==> src/rtl/core/slpi_pkg.sv <==
package slpi_pkg;

  localparam int VEC_W     = 25;
  localparam int LEN_W     = 25;
  localparam int COS_W     = 19;
  localparam int DOT_W     = 42;
  localparam int SUMSQ_W   = 50;
  localparam int CFG_W     = 48;
  localparam int CFG_IDX_W = 3;

  // register indexes
  localparam logic [CFG_IDX_W-1:0] REG_LIGHT_POS_X   = 3'd0;
  localparam logic [CFG_IDX_W-1:0] REG_LIGHT_POS_Y   = 3'd1;
  localparam logic [CFG_IDX_W-1:0] REG_LIGHT_POS_Z   = 3'd2;
  localparam logic [CFG_IDX_W-1:0] REG_SPOT_DIR      = 3'd3;
  localparam logic [CFG_IDX_W-1:0] REG_SPEC_EXP      = 3'd4;
  localparam logic [CFG_IDX_W-1:0] REG_CONE_CUTOFF   = 3'd5;
  localparam logic [CFG_IDX_W-1:0] REG_LIGHT_COLOR   = 3'd6;

  localparam logic [14:0] ONE_Q14          = 15'd16384;
  localparam logic [8:0]  FADE_Q14         = 9'd262;
  // ceil(2^32 / 262): exact floor division for products below 2^28
  localparam logic [23:0] FADE_RECIP       = 24'd16393005;
  localparam int          FADE_RECIP_SHIFT = 32;
  localparam logic [15:0] EXP_ONE          = 16'd256;
  localparam logic [19:0] LOG_BIAS         = 20'd917504; // 14.0 in Q16
  localparam int          EXP_STEPS        = 16;
  localparam int          ROOT_W           = 31;
  localparam int          ROOT_IN_W        = 62;

  typedef enum logic [1:0] {
    MODE_ONE,
    MODE_BASE,
    MODE_ZERO,
    MODE_POW
  } mode_t;

  typedef struct packed {
    logic signed [VEC_W-1:0] x;
    logic signed [VEC_W-1:0] y;
    logic signed [VEC_W-1:0] z;
  } vec_t;

  typedef struct packed {
    vec_t                    vec;
    logic signed [DOT_W-1:0] dot;
  } len_tag_t;

  typedef struct packed {
    vec_t             vec;
    logic [LEN_W-1:0] len;
  } div_tag_t;

  typedef struct packed {
    vec_t             vec;
    logic [LEN_W-1:0] len;
    logic             dark;
    mode_t            mode;
    logic [14:0]      t;
    logic             fade;
    logic [8:0]       fade_k;
  } pix_t;

  typedef struct packed {
    pix_t        pix;
    logic [15:0] fp;
    logic [3:0]  ipp;
    logic        pow_zero;
  } pow_tag_t;

  function automatic logic [VEC_W-1:0] sat25(input logic [VEC_W:0] v);
    logic [VEC_W-1:0] r;
    case (v[VEC_W:VEC_W-1])
      2'b01: r = {1'b0, {(VEC_W-1){1'b1}}};
      2'b10: r = {1'b1, {(VEC_W-1){1'b0}}};
      default: r = v[VEC_W-1:0];
    endcase
    return r;
  endfunction

endpackage

==> src/rtl/core/slpi_sqrt_pipe.sv <==
module slpi_sqrt_pipe import slpi_pkg::*; #(
  parameter int N_W   = 50,
  parameter int TAG_W = 1
) (
  input  logic                 clk,
  input  logic                 rst,
  input  logic                 en,
  input  logic                 in_valid,
  input  logic [N_W-1:0]       in_n,
  input  logic [TAG_W-1:0]     in_tag,
  output logic                 out_valid,
  output logic [N_W/2-1:0]     out_root,
  output logic [TAG_W-1:0]     out_tag
);

  localparam int STEPS = N_W / 2;

  logic [N_W-1:0]   rem_q [STEPS];
  logic [N_W-1:0]   res_q [STEPS];
  logic [TAG_W-1:0] tag_q [STEPS];
  logic             vld_q [STEPS];

  // one result bit per stage, trial bit walks down by powers of four
  for (genvar i = 0; i < STEPS; i++) begin : g_step
    localparam logic [N_W-1:0] BIT = {{(N_W-1){1'b0}}, 1'b1} << (N_W - 2 - 2 * i);
    logic [N_W-1:0]   rem_in, res_in;
    logic [TAG_W-1:0] tag_in;
    logic             vld_in;
    logic [N_W:0]     trial;
    logic             take;

    if (i == 0) begin : g_first
      assign rem_in = in_n;
      assign res_in = '0;
      assign tag_in = in_tag;
      assign vld_in = in_valid;
    end else begin : g_next
      assign rem_in = rem_q[i-1];
      assign res_in = res_q[i-1];
      assign tag_in = tag_q[i-1];
      assign vld_in = vld_q[i-1];
    end

    assign trial = {1'b0, res_in} + {1'b0, BIT};
    assign take  = {1'b0, rem_in} >= trial;

    always_ff @(posedge clk) begin
      if (rst) begin
        vld_q[i] <= 1'b0;
      end else if (en) begin
        vld_q[i] <= vld_in;
      end
    end

    always_ff @(posedge clk) begin
      if (en) begin
        rem_q[i] <= take ? rem_in - trial[N_W-1:0] : rem_in;
        res_q[i] <= take ? (res_in >> 1) + BIT : res_in >> 1;
        tag_q[i] <= tag_in;
      end
    end
  end

  assign out_valid = vld_q[STEPS-1];
  assign out_root  = res_q[STEPS-1][STEPS-1:0];
  assign out_tag   = tag_q[STEPS-1];

endmodule

==> config.mk <==
export PLATFORM = sky130hd
export DESIGN_NAME = slpi_sqrt_pipe
export DESIGN_NICKNAME = d
export VERILOG_FILES = /design/src/rtl/core/slpi_pkg.sv /design/src/rtl/core/slpi_sqrt_pipe.sv
export SDC_FILE = /design/constraint.sdc
export NUM_CORES = 2
export LEC_CHECK = 0
export CAP_MARGIN = 20
export CELL_PAD_IN_SITES_DETAIL_PLACEMENT = 0
export CELL_PAD_IN_SITES_GLOBAL_PLACEMENT = 1
export CORE_MARGIN = 3
export CORE_UTILIZATION = 43
export DETAILED_ROUTE_END_ITERATION = 8
export DONT_BUFFER_PORTS = 1
export HOLD_SLACK_MARGIN = 0.02
export PLACE_DENSITY_LB_ADDON = 0.1
export SLEW_MARGIN = 15
export SYNTH_ARGS = -nofsm -noshare
export SYNTH_HDL_FRONTEND = slang
export SYNTH_SLANG_ARGS = --single-unit
==> constraint.sdc <==
create_clock -name clk -period 5.08 [get_ports clk]
set_input_delay 0.254 -clock clk [delete_from_list [all_inputs] [get_ports clk]]
set_output_delay 0.254 -clock clk [all_outputs]
set_load 0.005 [all_outputs]
Word level (Yosys, flattened, before mapping)
Memories as Yosys holds them, arrays and structs flattened.
Index checks and enable logic that the tools add are counted.
Widths: inputs -> output; s select.
{"block": "totals", "reg_bits": 0, "latch_bits": 0, "ram_bits": 2550, "rom_bits": 0, "inputBits": 55, "output_inout_bits": 27, "wordCells": 208, "mem_count": 4}
{"block": "op_classes", "n_addsub": 73, "multipliers": 0, "n_div": 0, "n_lt_le_gt_ge": 25, "n_eq_ne": 0, "shift": 0, "muxes": 81, "n_bitwise": 25, "reduce_logical": 0}
{"memory": "rem_q", "depth": 25, "word_bits": 50, "read_ports": 24, "rd_ports_with_merged_regs": 0, "write_ports": 25, "line": "slpi_sqrt_pipe.sv:18", "rtl": "logic [N_W-1:0] rem_q [STEPS];"}
{"memory": "res_q", "depth": 25, "word_bits": 50, "read_ports": 25, "rd_ports_with_merged_regs": 0, "write_ports": 25, "line": "slpi_sqrt_pipe.sv:19", "rtl": "logic [N_W-1:0] res_q [STEPS];"}
{"memory": "tag_q", "depth": 25, "word_bits": 1, "read_ports": 25, "rd_ports_with_merged_regs": 0, "write_ports": 25, "line": "slpi_sqrt_pipe.sv:20", "rtl": "logic [TAG_W-1:0] tag_q [STEPS];"}
{"memory": "vld_q", "depth": 25, "word_bits": 1, "read_ports": 25, "rd_ports_with_merged_regs": 0, "write_ports": 25, "line": "slpi_sqrt_pipe.sv:21", "rtl": "logic vld_q [STEPS];"}
{"op": "$mux 50", "n": 49}
{"op": "$ge 50x51->1", "n": 24}
{"op": "$sub 50x50->50", "n": 24}
{"op": "$add 50x1->51 const B", "n": 1}
{"op": "$add 50x11->51 const B", "n": 1}
{"op": "$add 50x13->51 const B", "n": 1}
{"op": "$add 50x15->51 const B", "n": 1}
{"op": "$add 50x17->51 const B", "n": 1}
{"op": "$add 50x19->51 const B", "n": 1}
{"op": "$add 50x21->51 const B", "n": 1}
{"op": "$add 50x23->51 const B", "n": 1}
{"op": "$add 50x25->51 const B", "n": 1}
{"op": "$add 50x27->51 const B", "n": 1}
{"op": "$add 50x29->51 const B", "n": 1}
{"op": "$add 50x3->51 const B", "n": 1}
{"op": "$add 50x31->51 const B", "n": 1}
{"op": "$add 50x33->51 const B", "n": 1}
{"op": "$add 50x35->51 const B", "n": 1}
{"op": "$add 50x37->51 const B", "n": 1}
{"op": "$add 50x39->51 const B", "n": 1}
{"op": "$add 50x41->51 const B", "n": 1}
{"op": "$add 50x43->51 const B", "n": 1}
{"op": "$add 50x45->51 const B", "n": 1}
{"op": "$add 50x47->51 const B", "n": 1}
{"op": "32 further kinds", "n": 86}

Longest topological paths before layout
{"block": "depth", "word_depth": 4, "ltp_mapped": 14, "depth_no_buf": 12}

Least setup slack after synthesis
No wires, ideal clock.
{"block": "synth_path", "path_type": "register -> register", "from": "memory rem_q[12][38] (netlist: rem_q[1][238])", "to": "memory rem_q[13][40] (netlist: rem_q[1][290]) (data pin)", "arrival_ns": 3.096, "t_required_ns": 4.807, "setup_slack_ns": 1.712, "stages_incl_launch_ff": 11, "synth_period_minus_slack_ns": 3.368, "cell_sequence": "edfxtp_1 or4_1 or3_1 or3_4 or4_4 a2111oi_2 a21boi_2 or2_1 buf_4 nor4b_1 xor2_1"}
{"item": "start: declaration", "line": "slpi_sqrt_pipe.sv:18"}

==> results.sh <==
export IMPL_status="completed"
export IMPL_grt_setup_unrepaired="false"
export IMPL_cts_root_buf="clkbuf_16"
export IMPL_routedWlPerCell_um=20.3
export IMPL_yosysWarnings=0
export IMPL_critPathLaunchType="flip-flop"
export IMPL_cts_buffer_depth=3
export IMPL_cts_htree_levels=4
export IMPL_initial_utilization=0.435
export IMPL_holdPathStages=1
export IMPL_synth_nets=6131
export IMPL_synthArstFlopShare=0
export IMPL_cp_startpoint="rem_q[2][162]"
export IMPL_crit_path_end="rem_q[2][238]"
export IMPL_grt_max_degree=250
export IMPL_hold_viol_final=0
export IMPL_dpl_hpwl_um=123000
export IMPL_power_density_mw_per_mm2=433
export IMPL_synth_edf_count=1575
export IMPL_drv_slew=0
export IMPL_finalCritPeriodShare=0.920
export IMPL_drv_cap=0
export IMPL_arrival_ps=5230
export IMPL_cp_max_fo=12
export IMPL_ios=82
export IMPL_gr_total_overflow=0
export IMPL_reg2reg_to="rem_q[2][238]"
export IMPL_r2r_slack_ps=410
export IMPL_ys_ff_latch=1575
export IMPL_period_needed_ps=4670
export IMPL_rows=151
export IMPL_drt_pass1_iterations=7
export IMPL_clk_pin_slew_ps=60
export IMPL_finalSetupViolations=0
export IMPL_placed_area_mm2=0.0768
export IMPL_slew_headroom=0.190
export IMPL_crit_reg2reg_launch="rem_q[2][162]"
export IMPL_port_buffers=0
export IMPL_die_area_mm2=0.177
export IMPL_clk_latency_ps=830
export IMPL_synth_ff_type="edfxtp_1"
export IMPL_antenna_found_initial=1
export IMPL_dr_total_vias=44600
export IMPL_wl_um=169000
export IMPL_via_per_inst=5.37
export IMPL_clock_skew_ps=56.9
export IMPL_stdcell_area_mm2=0.0836
export IMPL_cts_buffers_inserted=171
export IMPL_final_util=0.491
export IMPL_die_w_um=421
export IMPL_cts_sinks=1575
export IMPL_synthCells=5730
export IMPL_setup_tns_ps=0
export IMPL_die_y_um=421
export IMPL_grt_pass1_wl_um=263000
export IMPL_synth_area_mm2=0.0739
export IMPL_drcViolationCount=0
export IMPL_worstMarginPinSlew_ps=1210
export IMPL_dr_first_iter_drc_count=3360
export IMPL_avgSynthCellArea_um2=12.9
export IMPL_ant_nets=0
export IMPL_cts_tree="yes"
export IMPL_coreArea_mm2=0.170
export IMPL_leakagePower_nw=31.3
export IMPL_grt_total_usage=0.192
export IMPL_synth_seq_area_share=0.640
export IMPL_n_fill_cell=14900
export IMPL_hp_class="in -> reg"
export IMPL_area_growth_syn_to_layout_pct=13.1
export IMPL_endpoint_kind="flip-flop"
export IMPL_grt_pass1_vias=44700
export IMPL_drive_gt1_frac=0.0650
export IMPL_fmax_mhz=214
export IMPL_cp_required_ps=5640
export IMPL_gp_congestion=0.837
export IMPL_synth_cell_types=86
export IMPL_fin_nets=6353
export IMPL_irDropWorstVdd_uv=291
export IMPL_rr_worst_depth=12
export IMPL_critical_path_class="reg -> reg"
## registers in the layout, indices dropped and copies added, names as in the netlist
signal and cells:
vld_q 25, rem_q 1200, tag_q 25, res_q 325
## synth_stat cells (11+ instances only)
cell / n / area (um2)
a221oi_1: 12 / 105
mux2_2: 55 / 619
nand3b_1: 16 / 120
o21bai_1: 23 / 173
edfxtp_1: 1575 / 47300
xnor2_1: 260 / 2280
inv_1: 429 / 1610
clkbuf_1: 84 / 315
nand4b_1: 17 / 149
nor3b_1: 19 / 143
o31ai_1: 31 / 233
nand3_1: 98 / 490
nor3_1: 149 / 746
nor4_1: 204 / 1280
o21ai_0: 232 / 1160
nand2_1: 342 / 1280
xor2_1: 245 / 2150
a211oi_1: 21 / 158
a21boi_0: 12 / 90.1
nand2b_1: 66 / 413
and4_1: 14 / 123
a21oi_1: 321 / 1610
and2_1: 54 / 338
buf_1: 11 / 41.3
or4_1: 37 / 278
a211o_1: 13 / 114
nor4b_1: 30 / 263
and3_1: 29 / 181
nand4_1: 79 / 494
o21a_1: 70 / 526
a31oi_1: 32 / 200
o211ai_1: 24 / 180
nor2_1: 390 / 1460
or3_1: 39 / 244
nor2b_1: 50 / 313
ha_1: 346 / 4330
a21o_1: 124 / 931
or2_2: 26 / 163
## report_power, final
group          switching, mW  total, mW  internal [mW]  leakage [nW]
clock                   5.21       12.2           6.97          2.69
sequential              1.24       17.6           16.3          15.2
combinational           3.69       6.38           2.69          13.4
total                   10.1       36.1           26.0          31.3
## cells by family after synthesis
kind of cell	Yosys count	synth area share
xor+xnor	505	0.0598
simple gates	1683	0.118
flops	1575	0.640
mux	65	0.00973
buf+inv	535	0.0274
compound gates	1021	0.0866
fa+ha+maj	346	0.0586
## metrics by stage
stage | std cells | total power, mW | hold WS, ps | setup WS, ps
global route | 8307 | 38.1 | 63.4 | 74.0
CTS | 8300 | 36.6 | 24.3 | 333
detailed placement | 7886 | 24.2 | 353 | 395
global placement | 7885 | 24.1 | 353 | 381
finish | 8307 | 36.1 | 103 | 407
floorplan | 5730 | 21.9 | 353 | 1710
## critical path, stage by stage (launching register included)
cell	delay (ps)
edfxtp_1	390
ha_1	260
or3_1	380
o22a_1	270
and2_1	230
o31ai_1	530
a21oi_1	220
o21ai_0	410
and2_1	500
clkinv_1	470
buf_4	320
and3_1	180
a22o_1	230
## cells in the final DEF (no fill, tap or decap), drive strengths merged, types with 83 or more instances in the layout
cell type       n
edfxtp       1575
inv           434
nor2          390
ha            346
nand2         342
a21oi         322
xnor2         260
xor2          245
o21ai         241
clkbuf        205
nor4          204
nor3          149
a21o          124
dlygate4sd3   105
nand3          98
clkinv         83
## routing by layer
metal	vias to the layer above	routed length, um	GRT usage
met5	-	0	0
li1	21900	-	-
met4	0	3950	0.0534
met1	21800	73400	0.245
met3	230	5560	0.0272
met2	730	85800	0.340
## worst min path at each step
| stage | end | slack, ps | from |
|---|---|---|---|
| after CTS | tag_q[0][0] | 20 | in_tag |
| after global routing | tag_q[0][0] | 60 | in_tag |
| final | tag_q[0][0] | 100 | in_tag |
| after floorplan | rem_q[0][0] | 350 | in_n[0] |
| after detailed placement | rem_q[0][0] | 350 | in_n[0] |
| after global placement | rem_q[0][39] | 350 | in_n[39] |
## layout make-up
class / instances / area (um2) / area share
antenna: 1 / 2.50 / 0.0000299
clock buffer: 205 / 4410 / 0.0527
clock inverter: 104 / 1150 / 0.0138
inverter: 431 / 1620 / 0.0194
multi-input combinational: 3620 / 24600 / 0.295
sequential: 1575 / 47300 / 0.566
tap: 2218 / 2780 / 0.0332
timing repair buffer: 153 / 1660 / 0.0199
## what timing repair did
action                                 CTS  global route
buffers inserted                         0             0
endpoints found under the hold margin  210           201
gates resized for setup                  0             0
hold buffers                           105             1
Note: power is estimated with default switching activity, not from simulation.
