<file path="src/rtl/core/slpi_pkg.sv">
package slpi_pkg;

  localparam int VEC_W     = 25;
  localparam int LEN_W     = 25;
  localparam int COS_W     = 19;
  localparam int DOT_W     = 42;
  localparam int SUMSQ_W   = 50;
  localparam int CFG_W     = 48;
  localparam int CFG_IDX_W = 3;

  // register indexes
  localparam logic [CFG_IDX_W-1:0] REG_LIGHT_POS_X   = 3'd0;
  localparam logic [CFG_IDX_W-1:0] REG_LIGHT_POS_Y   = 3'd1;
  localparam logic [CFG_IDX_W-1:0] REG_LIGHT_POS_Z   = 3'd2;
  localparam logic [CFG_IDX_W-1:0] REG_SPOT_DIR      = 3'd3;
  localparam logic [CFG_IDX_W-1:0] REG_SPEC_EXP      = 3'd4;
  localparam logic [CFG_IDX_W-1:0] REG_CONE_CUTOFF   = 3'd5;
  localparam logic [CFG_IDX_W-1:0] REG_LIGHT_COLOR   = 3'd6;

  localparam logic [14:0] ONE_Q14          = 15'd16384;
  localparam logic [8:0]  FADE_Q14         = 9'd262;
  // ceil(2^32 / 262): exact floor division for products below 2^28
  localparam logic [23:0] FADE_RECIP       = 24'd16393005;
  localparam int          FADE_RECIP_SHIFT = 32;
  localparam logic [15:0] EXP_ONE          = 16'd256;
  localparam logic [19:0] LOG_BIAS         = 20'd917504; // 14.0 in Q16
  localparam int          EXP_STEPS        = 16;
  localparam int          ROOT_W           = 31;
  localparam int          ROOT_IN_W        = 62;

  typedef enum logic [1:0] {
    MODE_ONE,
    MODE_BASE,
    MODE_ZERO,
    MODE_POW
  } mode_t;

  typedef struct packed {
    logic signed [VEC_W-1:0] x;
    logic signed [VEC_W-1:0] y;
    logic signed [VEC_W-1:0] z;
  } vec_t;

  typedef struct packed {
    vec_t                    vec;
    logic signed [DOT_W-1:0] dot;
  } len_tag_t;

  typedef struct packed {
    vec_t             vec;
    logic [LEN_W-1:0] len;
  } div_tag_t;

  typedef struct packed {
    vec_t             vec;
    logic [LEN_W-1:0] len;
    logic             dark;
    mode_t            mode;
    logic [14:0]      t;
    logic             fade;
    logic [8:0]       fade_k;
  } pix_t;

  typedef struct packed {
    pix_t        pix;
    logic [15:0] fp;
    logic [3:0]  ipp;
    logic        pow_zero;
  } pow_tag_t;

  function automatic logic [VEC_W-1:0] sat25(input logic [VEC_W:0] v);
    logic [VEC_W-1:0] r;
    case (v[VEC_W:VEC_W-1])
      2'b01: r = {1'b0, {(VEC_W-1){1'b1}}};
      2'b10: r = {1'b1, {(VEC_W-1){1'b0}}};
      default: r = v[VEC_W-1:0];
    endcase
    return r;
  endfunction

endpackage

</file>
<file path="src/rtl/core/slpi_div_pipe.sv">
module slpi_div_pipe import slpi_pkg::*; #(
  parameter int DIVIDEND_W = 42,
  parameter int DIVISOR_W  = 25,
  parameter int Q_W        = 18,
  parameter int TAG_W      = 1
) (
  input  logic                         clk,
  input  logic                         rst,
  input  logic                         en,
  input  logic                         in_valid,
  input  logic signed [DIVIDEND_W-1:0] in_dividend,
  input  logic [DIVISOR_W-1:0]         in_divisor,
  input  logic [TAG_W-1:0]             in_tag,
  output logic                         out_valid,
  output logic signed [Q_W:0]          out_quot,
  output logic [TAG_W-1:0]             out_tag
);

  localparam int RW = (DIVIDEND_W > DIVISOR_W + Q_W) ? DIVIDEND_W : DIVISOR_W + Q_W;

  // sign split
  logic [RW-1:0]        mag_p;
  logic [DIVISOR_W-1:0] dvs_p;
  logic                 neg_p;
  logic [TAG_W-1:0]     tag_p;
  logic                 vld_p;
  logic [DIVIDEND_W-1:0] mag_in;

  assign mag_in = in_dividend[DIVIDEND_W-1] ? -in_dividend : in_dividend;

  always_ff @(posedge clk) begin
    if (rst) begin
      vld_p <= 1'b0;
    end else if (en) begin
      vld_p <= in_valid;
    end
  end

  always_ff @(posedge clk) begin
    if (en) begin
      mag_p <= RW'(mag_in);
      dvs_p <= in_divisor;
      neg_p <= in_dividend[DIVIDEND_W-1];
      tag_p <= in_tag;
    end
  end

  logic [RW-1:0]        rem_q  [Q_W];
  logic [Q_W-1:0]       quot_q [Q_W];
  logic [DIVISOR_W-1:0] dvs_q  [Q_W];
  logic                 neg_q  [Q_W];
  logic [TAG_W-1:0]     tag_q  [Q_W];
  logic                 vld_q  [Q_W];

  // restoring division, one quotient bit per stage, msb first
  for (genvar i = 0; i < Q_W; i++) begin : g_step
    logic [RW-1:0]        rem_in, trial;
    logic [Q_W-1:0]       quot_in;
    logic [DIVISOR_W-1:0] dvs_in;
    logic                 neg_in, vld_in, take;
    logic [TAG_W-1:0]     tag_in;

    if (i == 0) begin : g_first
      assign rem_in  = mag_p;
      assign quot_in = '0;
      assign dvs_in  = dvs_p;
      assign neg_in  = neg_p;
      assign tag_in  = tag_p;
      assign vld_in  = vld_p;
    end else begin : g_next
      assign rem_in  = rem_q[i-1];
      assign quot_in = quot_q[i-1];
      assign dvs_in  = dvs_q[i-1];
      assign neg_in  = neg_q[i-1];
      assign tag_in  = tag_q[i-1];
      assign vld_in  = vld_q[i-1];
    end

    assign trial = RW'(dvs_in) << (Q_W - 1 - i);
    assign take  = rem_in >= trial;

    always_ff @(posedge clk) begin
      if (rst) begin
        vld_q[i] <= 1'b0;
      end else if (en) begin
        vld_q[i] <= vld_in;
      end
    end

    always_ff @(posedge clk) begin
      if (en) begin
        rem_q[i]  <= take ? rem_in - trial : rem_in;
        quot_q[i] <= {quot_in[Q_W-2:0], take};
        dvs_q[i]  <= dvs_in;
        neg_q[i]  <= neg_in;
        tag_q[i]  <= tag_in;
      end
    end
  end

  // restore sign, truncation toward zero
  always_ff @(posedge clk) begin
    if (rst) begin
      out_valid <= 1'b0;
    end else if (en) begin
      out_valid <= vld_q[Q_W-1];
    end
  end

  always_ff @(posedge clk) begin
    if (en) begin
      out_quot <= neg_q[Q_W-1] ? -{1'b0, quot_q[Q_W-1]} : {1'b0, quot_q[Q_W-1]};
      out_tag  <= tag_q[Q_W-1];
    end
  end

endmodule

</file>
<file path="config.mk">
export PLATFORM = sky130hd
export DESIGN_NAME = slpi_div_pipe
export DESIGN_NICKNAME = d
export VERILOG_FILES = /design/src/rtl/core/slpi_pkg.sv /design/src/rtl/core/slpi_div_pipe.sv
export SDC_FILE = /design/constraint.sdc
export NUM_CORES = 2
export LEC_CHECK = 0
export BUFFER_PORTS_ARGS = -buffer_cell sky130_fd_sc_hd__buf_2
export CAP_MARGIN = 30
export CORE_UTILIZATION = 52
export CTS_CLUSTER_SIZE = 28
export DETAILED_ROUTE_END_ITERATION = 7
export PLACE_DENSITY_LB_ADDON = 0.3
export SYNTH_ARGS = -nofsm -noshare
export SYNTH_HDL_FRONTEND = slang
export SYNTH_SLANG_ARGS = --single-unit
</file>
<file path="constraint.sdc">
create_clock -name clk -period 4 [get_ports clk]
set_clock_uncertainty 0.05 [all_clocks]
set_input_delay 0.4 -clock clk [delete_from_list [all_inputs] [get_ports clk]]
set_output_delay 0.4 -clock clk [all_outputs]
set_load 0.05 [all_outputs]
</file>
## After elaboration in Yosys (flattened, before gate mapping)

Memory sizes are Yosys's and may differ from the RTL's. A register that Yosys moved wholly into a read port is not among the register bits.
Cells that the tools add are included.

- RAM bits: 1602
- Word-level logic and storage cells: 114
- Memories kept: 6
- Output and inout port bits: 21
- Flip-flop bits (word level): 89
- Input port bits: 72

Memory list:

| memory | depth | bits a word | rd ports | clocked after Yosys merged registers in | wr ports | RTL line | text |
|---|---|---|---|---|---|---|---|
| rem_q | 18 | 43 | 17 | 0 | 18 | slpi_div_pipe.sv:48 | `logic [RW-1:0] rem_q [Q_W];` |
| dvs_q | 18 | 25 | 17 | 0 | 18 | slpi_div_pipe.sv:50 | `logic [DIVISOR_W-1:0] dvs_q [Q_W];` |
| quot_q | 18 | 18 | 18 | 0 | 18 | slpi_div_pipe.sv:49 | `logic [Q_W-1:0] quot_q [Q_W];` |
| neg_q | 18 | 1 | 18 | 0 | 18 | slpi_div_pipe.sv:51 | `logic neg_q [Q_W];` |
| tag_q | 18 | 1 | 18 | 1 | 18 | slpi_div_pipe.sv:52 | `logic [TAG_W-1:0] tag_q [Q_W];` |
| vld_q | 18 | 1 | 18 | 1 | 18 | slpi_div_pipe.sv:53 | `logic vld_q [Q_W];` |

- Bitwise logic cells: 18
- Multiplexer cells: 44
- Add/sub/neg operators: 20
- Magnitude comparators: 18

Operator list:

| kind | count |
|---|---|
| $mux W43 | 18 |
| $ge A43 B25 Y1 | 1 |
| $ge A43 B26 Y1 | 1 |
| $ge A43 B27 Y1 | 1 |
| $ge A43 B28 Y1 | 1 |
| $ge A43 B29 Y1 | 1 |
| $ge A43 B30 Y1 | 1 |
| $ge A43 B31 Y1 | 1 |
| $ge A43 B32 Y1 | 1 |
| $ge A43 B33 Y1 | 1 |
| $ge A43 B34 Y1 | 1 |
| $ge A43 B35 Y1 | 1 |
| $ge A43 B36 Y1 | 1 |
| $ge A43 B37 Y1 | 1 |
| $ge A43 B38 Y1 | 1 |
| $ge A43 B39 Y1 | 1 |
| $ge A43 B40 Y1 | 1 |
| $ge A43 B41 Y1 | 1 |
| $sub A42 B42 Y43 | 1 |
| $sub A43 B25 Y43 | 1 |
| $sub A43 B26 Y43 | 1 |
| $sub A43 B27 Y43 | 1 |
| $sub A43 B28 Y43 | 1 |
| $sub A43 B29 Y43 | 1 |
| other kinds (19) | 59 |

## Depth between registers and ports, before layout

- Depth in word-level cells: 4
- Gate-level depth with buffers: 15

## Worst setup path after synthesis

Ideal clock, no wire load.

- Path kind: flip-flop to flip-flop
- Start point: register dvs_p[0]
- End point: memory rem_q[0][24] (netlist name), data pin
- Arrival: 3144 ps
- Cell stages (with the launch flop): 14
- Buffers on the path: 3
- Setup slack: 535 ps
- Cell sequence: edfxtp_1 > ha_1 > fa_1 > nand2b_1 > a21oi_1 > o2111ai_1 > a31oi_1 > a21oi_1 > nor2_1 > a41o_1 > clkbuf_1 > clkbuf_1 > buf_1 > a21oi_1

RTL lines:

| element | RTL line | text |
|---|---|---|
| start: declaration | slpi_div_pipe.sv:23 | `logic [DIVISOR_W-1:0] dvs_p;` |
| start signal: assignment | slpi_div_pipe.sv:42 | `dvs_p <= in_divisor;` |
| end: declaration | slpi_div_pipe.sv:48 |  |

## Final worst setup path

- Start point: input port in_dividend[0]
- End point: register mag_p[38] (netlist: g_step[0].rem_in[38]), data pin

- Word-level cells in the longest chain between the ends: 2

RTL lines:

| element | RTL line | text |
|---|---|---|
| start: declaration | slpi_div_pipe.sv:11 | `input logic signed [DIVIDEND_W-1:0] in_dividend,` |
| $neg A42 Y42 | slpi_div_pipe.sv:29 | `assign mag_in = in_dividend[DIVIDEND_W-1] ? -in_dividend : in_dividend;` |
| $mux W41 | slpi_div_pipe.sv:29 |  |
| named net mag_in[38] | slpi_div_pipe.sv:27 | `logic [DIVIDEND_W-1:0] mag_in;` |
| end signal: assignment | slpi_div_pipe.sv:41 | `mag_p <= RW'(mag_in);` |
| end: declaration | slpi_div_pipe.sv:22 | `logic [RW-1:0] mag_p;` |

The timed path passes the listed nets, and every way through them passes these cells.
A chain may end at the register's enable or synchronous reset.

==> flow_summary.json <==
{
  "cts_tree": "done",
  "worst_slew_pin_slew_ns": 1.12,
  "maxSlewHeadroom": 0.243,
  "port_buffers": 92,
  "wl_per_cell_um": 20.4,
  "ant_nets": 0,
  "worstSkewPairLatency_ns": 0.78,
  "yosysWarnings": 0,
  "period_needed_ns": 3.88,
  "synth_top_area_share": 0.567,
  "grt_start_max_net_pins": 111,
  "die_w_um": 389,
  "synth_seq_cells": 1472,
  "numCtsBuffers": 162,
  "nets": 7531,
  "fin_util": 0.591,
  "synth_area_leaders": "edfxtp_1 57%, ha_1 7.3%, xnor2_1 3.9%",
  "drv_cap": 0,
  "clkSinkCount": 1472,
  "totalWireLength_um": 185000,
  "syn-cell-area_mm2": 0.0778,
  "startpoint_type": "input pin",
  "dpl.cell_count": 8678,
  "hp-class": "in2reg",
  "synth_top_cell_by_area": "edfxtp_1",
  "critPathRequiredTime_ns": 4.49,
  "rsz0062_at_grt": "no",
  "cts-root-buf": "clkbuf_16",
  "dr_total_vias": 52623,
  "dieArea_mm2": 0.151,
  "cts_setup_buffers": 0,
  "synth_cell_type_count": 98,
  "num_antenna_cells": 0,
  "dr.pass1.iters": 6,
  "peakVddDrop_mv": 0.366,
  "critical_path_class": "in2reg",
  "grt_pass1_vias": 50928,
  "grt_antenna_before_repair": 5,
  "grt_overflow": 0,
  "arrival_ns": 4.37,
  "finalSetupTns_ns": 0,
  "async_flop_share": 0,
  "end_kind": "flop",
  "area_growth_pct": 12.5,
  "htree_levels": 4,
  "timing.final.crit_share": 0.970,
  "syn_area_per_cell_um2": 11.6,
  "crit_fanout": 5,
  "grt_usage": 0.242,
  "synth_ff_type": "edfxtp_1",
  "start_util": 0.525,
  "clock_path_buffers": 3,
  "drt_iter0_drc": 4068,
  "die_h_um": 389,
  "synth_seq_area_share": 0.568,
  "drcViolationCount": 0,
  "dp_hpwl_um": 139000,
  "slew_viol_final": 0,
  "status": "finished clean",
  "synth_edf_count": 1470,
  "rows": 141,
  "synth_fp_nets": 7228,
  "finalSetupViolCount": 0,
  "fin_cells": 9048,
  "p_leak_nw": 34.1,
  "io_pins": 93,
  "coreArea_mm2": 0.148,
  "power_density_mw_per_mm2": 698,
  "hold_violations": 0,
  "drive_gt1_frac": 0.0910,
  "yosysMostFrequentCell": "edfxtp_1",
  "vias_per_cell": 5.82,
  "synthCells": 6687,
  "gp_congestion": 0.949,
  "grt_pass1_wl_um": 286000,
  "yosys-top-cells-count": "1470 x edfxtp_1, 590 x inv_1, 551 x a21oi_1",
  "fmax_mhz": 258,
  "path_clk_slew_ns": 0.06
}
-- through the flow --
stage               area [um^2]  hold slack (ns)  total power, mW  setup slack (ns)
floorplan                 77800            0.350             39.5             0.535
global placement          81400            0.351             45.7            -0.135
detailed placement        81400            0.355             46.0            -0.137
CTS                       87500           0.0839             61.3             0.123
global route              87600           0.0916             64.7          0.000989
finish                    87600            0.101             61.1             0.119
-- where the power goes --
part	internal [mW]	total [mW]	switching, mW
clock	8.83	15.0	6.16
sequential	21.5	24.1	2.54
combinational	9.61	22.0	12.4
-- worst max-delay path, stage by stage --
cell	delay, ns
dlygate4sd3_1	0.55
buf_2	0.15
inv_1	0.08
ha_1	0.20
nand3b_1	0.11
or3_1	0.40
or2_1	0.31
or3_1	0.39
or3_1	0.39
or4_4	0.47
o31ai_2	0.23
dlygate4sd3_1	0.62
xnor2_1	0.07
-- layout make-up --
cell class | instances | area (um^2)
Fill cell | 11878 | 60600
Sequential cell | 1472 | 44200
Multi-Input combinational cell | 4461 | 30900
Clock buffer | 195 | 4250
Timing Repair Buffer | 299 | 2520
Tap cell | 1930 | 2410
Inverter | 594 | 2230
Clock inverter | 97 | 1070
-- final timing paths --
path / from / endpoint / slack (ns) / depth (start not counted)
max reg2reg: rem_q[11][22] / rem_q[12][16] / 0.15 / 9
min: en / quot_q[3][2] / 0.10 / 1
min reg2reg: quot_q[16][4] / quot_q[17][5] / 0.36 / 0
max: in_dividend[0] / g_step[0].rem_in[38] / 0.12 / 13
-- registers in the layout, indices dropped and copies added, names as in the netlist, 18 cells and up --
signal	cells
vld_q	18
out_quot	19
rem_q	731
neg_q	18
quot_q	171
dvs_q	425
dvs_p	25
g_step.rem_in	42
tag_q	18
-- per-layer routing --
metal / up-vias / wire length [um] / GRT usage
met5: - / 0 / 0
met4: 0 / 5380 / 0.0742
met3: 308 / 9180 / 0.0316
met2: 1419 / 93700 / 0.428
met1: 25466 / 76500 / 0.307
li1: 25430 / - / -
-- cell usage in the layout (no fill, tap or decap), types with 58 or more instances in the layout --
master,netlist,routed
a21o_1,214,214
a21oi_1,551,551
buf_2,10,91
buf_4,2,105
clkbuf_16,0,165
dlygate4sd3_1,0,78
edfxtp_1,1470,1470
ha_1,452,452
inv_1,590,590
mux2_2,107,107
nand2_1,396,396
nand2b_1,77,76
nand3_1,130,130
nand4_1,100,100
nor2_1,443,443
nor2b_1,58,58
nor3_1,116,116
nor4_1,98,97
o21a_1,62,62
o21ai_0,358,358
o21bai_1,59,58
xnor2_1,346,346
xor2_1,201,201
-- what timing repair did --
| action | 4_1_cts | 5_1_grt |
|---|---|---|
| endpoints found under the hold margin | 70 | 0 |
| pin swaps | 0 | 1 |
| endpoints found under the setup margin | 16 | 26 |
| hold buffers | 78 | 0 |
| gates cloned | 0 | 0 |
| resized for setup | 1 | 6 |
-- kinds of logic (layout without fill, tap and decap cells) --
kind of cell	after synthesis	after routing	synth area share
AOI/OAI and AO/OA	1616	1616	0.129
xor gates and xnor gates	547	547	0.0616
adders and majority gates	469	469	0.0770
and+or+nand+nor	1716	1716	0.111
buffers and inverters	754	1185	0.0368
muxes	113	113	0.0163
DFF	1472	1472	0.568
Note: power is estimated with default switching activity, not from simulation.
